<file path="src/rtl/text_console_engine_macros.svh">
// assertion macros shared by the console rtl
// clock i_clk and active-low reset i_rst_n are taken from the using module
`ifndef TEXT_CONSOLE_ENGINE_MACROS_SVH
`define TEXT_CONSOLE_ENGINE_MACROS_SVH

`ifndef SYNTH

// same-cycle implication
`define TCE_ASSERT_IMPL(label, ante, cons) \
    label: assert property (@(posedge i_clk) disable iff (!i_rst_n) (ante) |-> (cons)) \
        else $error("console assertion failed");

// next-cycle implication
`define TCE_ASSERT_NEXT(label, ante, cons) \
    label: assert property (@(posedge i_clk) disable iff (!i_rst_n) (ante) |=> (cons)) \
        else $error("console assertion failed");

`else

`define TCE_ASSERT_IMPL(label, ante, cons)
`define TCE_ASSERT_NEXT(label, ante, cons)

`endif

`endif

</file>
<file path="src/rtl/tce_pkg.sv">
package tce_pkg;

    // field widths
    localparam int FUNC_W = 1;
    localparam int CHAR_W = 8;
    localparam int IDX_W  = 11;
    localparam int POS_W  = 11;
    localparam int ATTR_W = 8;
    localparam int CELL_W = 16;

    // default geometry
    localparam int unsigned DEF_COLUMNS = 80;
    localparam int unsigned DEF_ROWS    = 25;

    localparam logic [ATTR_W-1:0] RESET_ATTR = 8'h07;

    // item functions
    localparam logic [FUNC_W-1:0] FUNC_WRITE = 1'b0;
    localparam logic [FUNC_W-1:0] FUNC_READ  = 1'b1;

    // byte codes
    localparam logic [CHAR_W-1:0] CH_ESC      = 8'h1B;
    localparam logic [CHAR_W-1:0] CH_LBRACKET = 8'h5B;
    localparam logic [CHAR_W-1:0] CH_H        = 8'h48;
    localparam logic [CHAR_W-1:0] CH_TWO      = 8'h32;
    localparam logic [CHAR_W-1:0] CH_J        = 8'h4A;
    localparam logic [CHAR_W-1:0] CH_CR       = 8'h0D;
    localparam logic [CHAR_W-1:0] CH_BS       = 8'h08;
    localparam logic [CHAR_W-1:0] CH_LF       = 8'h0A;
    localparam logic [CHAR_W-1:0] CH_SPACE    = 8'h20;

    // escape parser phases
    typedef enum logic [1:0] {
        PH_IDLE = 2'd0,
        PH_ESC  = 2'd1,
        PH_CSI  = 2'd2,
        PH_CSI2 = 2'd3
    } t_esc_phase;

    // controller states
    typedef enum logic [2:0] {
        ST_INIT,
        ST_IDLE,
        ST_EXEC,
        ST_READ,
        ST_SCROLL,
        ST_CLEAR,
        ST_FINISH
    } t_ctrl_state;

    // controller to datapath
    typedef struct packed {
        logic latch;
        logic exec;
        logic capture;
        logic sweep_run;
        logic sweep_copy;
        logic sweep_rst_attr;
        logic load_out;
    } t_dp_cmd;

    // datapath to controller
    typedef struct packed {
        logic is_read;
        logic need_scroll;
        logic need_clear;
        logic sweep_done;
    } t_dp_status;

endpackage

</file>
<file path="src/rtl/tce_ctrl.sv">
`include "text_console_engine_macros.svh"

module tce_ctrl (
    input  logic                i_clk,
    input  logic                i_rst_n,
    input  logic                i_in_valid,
    output logic                o_in_ready,
    output logic                o_out_valid,
    input  logic                i_out_ready,
    output tce_pkg::t_dp_cmd    o_cmd,
    input  tce_pkg::t_dp_status i_sts
);

    tce_pkg::t_ctrl_state r_state, n_state;
    logic                 r_out_valid, n_out_valid;
    logic                 in_fire;
    logic                 out_free;

    assign in_fire  = i_in_valid && o_in_ready;
    assign out_free = !r_out_valid || i_out_ready;

    // next state
    always_comb begin
        n_state = r_state;
        unique case (r_state)
            tce_pkg::ST_INIT: begin
                if (i_sts.sweep_done) n_state = tce_pkg::ST_IDLE;
            end
            tce_pkg::ST_IDLE: begin
                if (in_fire) n_state = tce_pkg::ST_EXEC;
            end
            tce_pkg::ST_EXEC: begin
                if (i_sts.is_read)          n_state = tce_pkg::ST_READ;
                else if (i_sts.need_clear)  n_state = tce_pkg::ST_CLEAR;
                else if (i_sts.need_scroll) n_state = tce_pkg::ST_SCROLL;
                else                        n_state = tce_pkg::ST_FINISH;
            end
            tce_pkg::ST_READ: begin
                n_state = tce_pkg::ST_FINISH;
            end
            tce_pkg::ST_SCROLL, tce_pkg::ST_CLEAR: begin
                if (i_sts.sweep_done) n_state = tce_pkg::ST_FINISH;
            end
            tce_pkg::ST_FINISH: begin
                if (out_free) n_state = tce_pkg::ST_IDLE;
            end
            default: n_state = tce_pkg::ST_INIT;
        endcase
    end

    // outputs
    always_comb begin
        o_cmd          = '0;
        o_in_ready     = 1'b0;
        unique case (r_state)
            tce_pkg::ST_INIT: begin
                o_cmd.sweep_run      = 1'b1;
                o_cmd.sweep_rst_attr = 1'b1;
            end
            tce_pkg::ST_IDLE: begin
                o_in_ready  = 1'b1;
                o_cmd.latch = i_in_valid;
            end
            tce_pkg::ST_EXEC: begin
                o_cmd.exec = 1'b1;
            end
            tce_pkg::ST_READ: begin
                o_cmd.capture = 1'b1;
            end
            tce_pkg::ST_SCROLL: begin
                o_cmd.sweep_run  = 1'b1;
                o_cmd.sweep_copy = 1'b1;
            end
            tce_pkg::ST_CLEAR: begin
                o_cmd.sweep_run = 1'b1;
            end
            tce_pkg::ST_FINISH: begin
                o_cmd.load_out = out_free;
            end
            default: begin
                o_cmd = '0;
            end
        endcase
    end

    // result slot occupancy
    always_comb begin
        n_out_valid = r_out_valid;
        if (o_cmd.load_out)   n_out_valid = 1'b1;
        else if (i_out_ready) n_out_valid = 1'b0;
    end

    always_ff @(posedge i_clk) begin
        if (!i_rst_n) begin
            r_state     <= tce_pkg::ST_INIT;
            r_out_valid <= 1'b0;
        end else begin
            r_state     <= n_state;
            r_out_valid <= n_out_valid;
        end
    end

    assign o_out_valid = r_out_valid;

    `TCE_ASSERT_NEXT(a_fire_to_exec, in_fire, r_state == tce_pkg::ST_EXEC)
    `TCE_ASSERT_NEXT(a_read_path, (r_state == tce_pkg::ST_EXEC) && i_sts.is_read, r_state == tce_pkg::ST_READ)
    `TCE_ASSERT_NEXT(a_scroll_hold, (r_state == tce_pkg::ST_SCROLL) && !i_sts.sweep_done, r_state == tce_pkg::ST_SCROLL)

endmodule

</file>
<file path="config.mk">
export PLATFORM = sky130hd
export DESIGN_NAME = tce_ctrl
export DESIGN_NICKNAME = d
export VERILOG_FILES = /design/src/rtl/tce_pkg.sv /design/src/rtl/tce_ctrl.sv
export VERILOG_INCLUDE_DIRS = /design/src /design/src/rtl
export SDC_FILE = /design/constraint.sdc
export NUM_CORES = 1
export LEC_CHECK = 0
export ABC_AREA = 1
export BUFFER_PORTS_ARGS = -buffer_cell sky130_fd_sc_hd__buf_2
export CORE_AREA = 2 2 39 41
export CTS_BUF_LIST = sky130_fd_sc_hd__clkbuf_4
export DETAILED_ROUTE_END_ITERATION = 10
export DIE_AREA = 0 0 41 43
export PLACE_DENSITY = 0.5
export SETUP_SLACK_MARGIN = 0.2
export SYNTH_ARGS = -nofsm -noshare
export SYNTH_HDL_FRONTEND = slang
export SYNTH_SLANG_ARGS = --single-unit
export TNS_END_PERCENT = 20
</file>
<file path="constraint.sdc">
create_clock -name i_clk -period 3.4 [get_ports i_clk]
set_clock_uncertainty 0.15 [all_clocks]
set_input_delay 1.02 -clock i_clk [delete_from_list [all_inputs] [get_ports i_clk]]
set_output_delay 1.02 -clock i_clk [all_outputs]
set_load 0.1 [all_outputs]
</file>
==> results.sh <==
export IMPL_rows=14
export IMPL_vias=385
export IMPL_grt_antenna_before_repair=0
export IMPL_synth_avg_cell_area_um2=6.17
export IMPL_period_share_pct=86.0
export IMPL_synth_area_um2=377
export IMPL_max_freq_mhz=342
export IMPL_finalNetCount=87
export IMPL_antenna_cells=0
export IMPL_grt_pass1_wl_mm=1.23
export IMPL_gr_usage_met3_pct=1.57
export IMPL_fin_tns_setup_ns=0
export IMPL_yosysUniqueCellTypes=18
export IMPL_drive_above_1_share_pct=42.9
export IMPL_fin_crit_ns=2.92
export IMPL_dp_worst_setup_slack_ns=0.469
export IMPL_synth_seq_area_share_pct=21.3
export IMPL_finalMaxSlewViolations=0
export IMPL_crit_arrival_ns=1.75
export IMPL_grt_pass1_vias=319
export IMPL_hold_path_class="register to register"
export IMPL_area_delta_synth_final_pct=25.6
export IMPL_drtIter0Drc=3
export IMPL_cts_buffers=3
export IMPL_clk_pin_slew_ns=0.03
export IMPL_yosys_area_top_type_share_pct=21.3
export IMPL_drv_cap=0
export IMPL_rsz0062_at_grt="false"
export IMPL_crit_path_start_kind="input port"
export IMPL_grt_use_met2_pct=13.8
export IMPL_syn_nets=69
export IMPL_cts_htree_levels=1
export IMPL_ys_ff_latch=4
export IMPL_cts_setup_buffers=0
export IMPL_synth_area_leaders="dfxtp_1, nand2_1, nor2_1"
export IMPL_yosys_area_top_type="dfxtp_1"
export IMPL_clk_path_buf_depth=2
export IMPL_criticalPathCategory="input port to primary output"
export IMPL_ios=17
export IMPL_grt_usage_pct=10.2
export IMPL_overflow=0
export IMPL_postLayoutCoreUtil_pct=34.2
export IMPL_fp_dieW_um=41
export IMPL_multi_input_area_um2=233
export IMPL_required_ns=2.23
export IMPL_vias_per_cell=4.14
export IMPL_p_per_area_nw_per_um2=871
export IMPL_grt_max_degree=9
export IMPL_design_core_area_um2=1380
export IMPL_setup_viol=0
export IMPL_fp_dieH_um=43
export IMPL_grtUsageMet1_pct=13.8
export IMPL_cts_num_sinks=4
export IMPL_wl_per_cell_um=8.23
export IMPL_yosys_warnings=0
export IMPL_syn_inst=61
export IMPL_clk_latency_ns=0.23
export IMPL_root_buffer="clkbuf_4"
export IMPL_routed_wl_um=765
export IMPL_drcViolationCount=0
export IMPL_nFillCells=160
export IMPL_critPathCaptureType="primary output"
export IMPL_top_usage_layer="met1"
export IMPL_antenna_left=0
export IMPL_drt_pass1_iterations=2
export IMPL_slew_headroom_pct=67.9
export IMPL_start_util_pct=27.2
export IMPL_cts_tree="built"
export IMPL_p_leak_nw=0.267
export IMPL_seqCellArea_um2=80.1
export IMPL_portBuffers=16
export IMPL_worst_pin_slew_ns=0.484
export IMPL_ir_drop_mv=0.233
export IMPL_cts_hold_buffers=0
export IMPL_die_area_um2=1760
export IMPL_hpwlAfterDp_um=656
export IMPL_outcome="completed"
export IMPL_fin_ws_ns=0.478
export IMPL_path_max_fanout=2
export IMPL_gp_congestion=0.748
export IMPL_hold_violations=0
export IMPL_cts_resized=0
-- Yosys cell counts --
library cell / instances
nand2_1: 15
nor2_1: 12
inv_1: 6
dfxtp_1: 4
inv_2: 4
nand2_2: 3
buf_4: 2
nand3_2: 2
nand4_1: 2
nor2_2: 2
nor3_1: 2
a21boi_1: 1
a21oi_1: 1
a21oi_2: 1
buf_6: 1
nand3_4: 1
nor2_4: 1
o21bai_1: 1
-- cells by family after synthesis --
family / count (synthesis) / share of synthesized area (%)
AOI/OAI and AO/OA: 4 / 7.64
buffers and inverters: 13 / 16.9
DFF: 4 / 21.3
and+or+nand+nor: 40 / 54.2
-- report_power, final --
part	switching, W	leakage (nW)	internal (W)
clock	0.0000175	0.0138	0.0000393
combinational	0.000232	0.221	0.0000516
sequential	0.0000166	0.0327	0.0000551
total	0.000266	0.267	0.000146
-- registers in the layout (all words and copies together) (netlist names) --
signal       flops
r_state          3
o_out_valid      1
-- stage by stage --
stage | area (µm²) | total power (W) | cells | hold WS [ns]
2_1_floorplan | 377 | 0.000324 | 61 | 0.424
6_report | 473 | 0.000412 | 93 | 0.429
5_1_grt | 473 | 0.000441 | 93 | 0.468
3_5_place_dp | 450 | 0.000358 | 90 | 0.426
4_1_cts | 473 | 0.000417 | 93 | 0.435
3_3_place_gp | 450 | 0.000358 | 90 | 0.442
-- cell type report --
cell class,instances,share of cell area [%]
Clock buffer,3,4.76
Inverter,10,7.94
Multi-Input combinational cell,44,49.2
Sequential cell,4,16.9
Tap cell,16,4.23
Timing Repair Buffer,16,16.9
-- worst paths after layout --
kind         slack (ns)         from           to  depth (start not counted)
min reg2reg        0.43  o_out_valid  o_out_valid                          4
max                0.48   i_in_valid     o_cmd[6]                          4
max reg2reg        1.93   r_state[2]   r_state[1]                          7
min                0.43  o_out_valid  o_out_valid                          4
-- worst max-delay path, stage by stage --
cell,delay (ns)
buf_2,0.08
inv_1,0.06
nor3_1,0.15
buf_2,0.44
-- routing by layer --
metal	vias to the layer above	routed length (µm)
met4	0	0
met3	0	20
met1	162	356
met2	6	387
li1	217	-
met5	-	0
-- cells in the final DEF, fill, tap and decap left out, drive strengths merged --
cell type  netlist  layout
nand2           18      18
buf              3      16
nor2            15      15
inv             10      10
dfxtp            4       4
clkbuf           0       3
nand3            3       3
nor3             2       2
nand4            2       2
a21oi            2       2
o21bai           1       1
a21boi           1       1
Power figures use the tool's default switching activity.
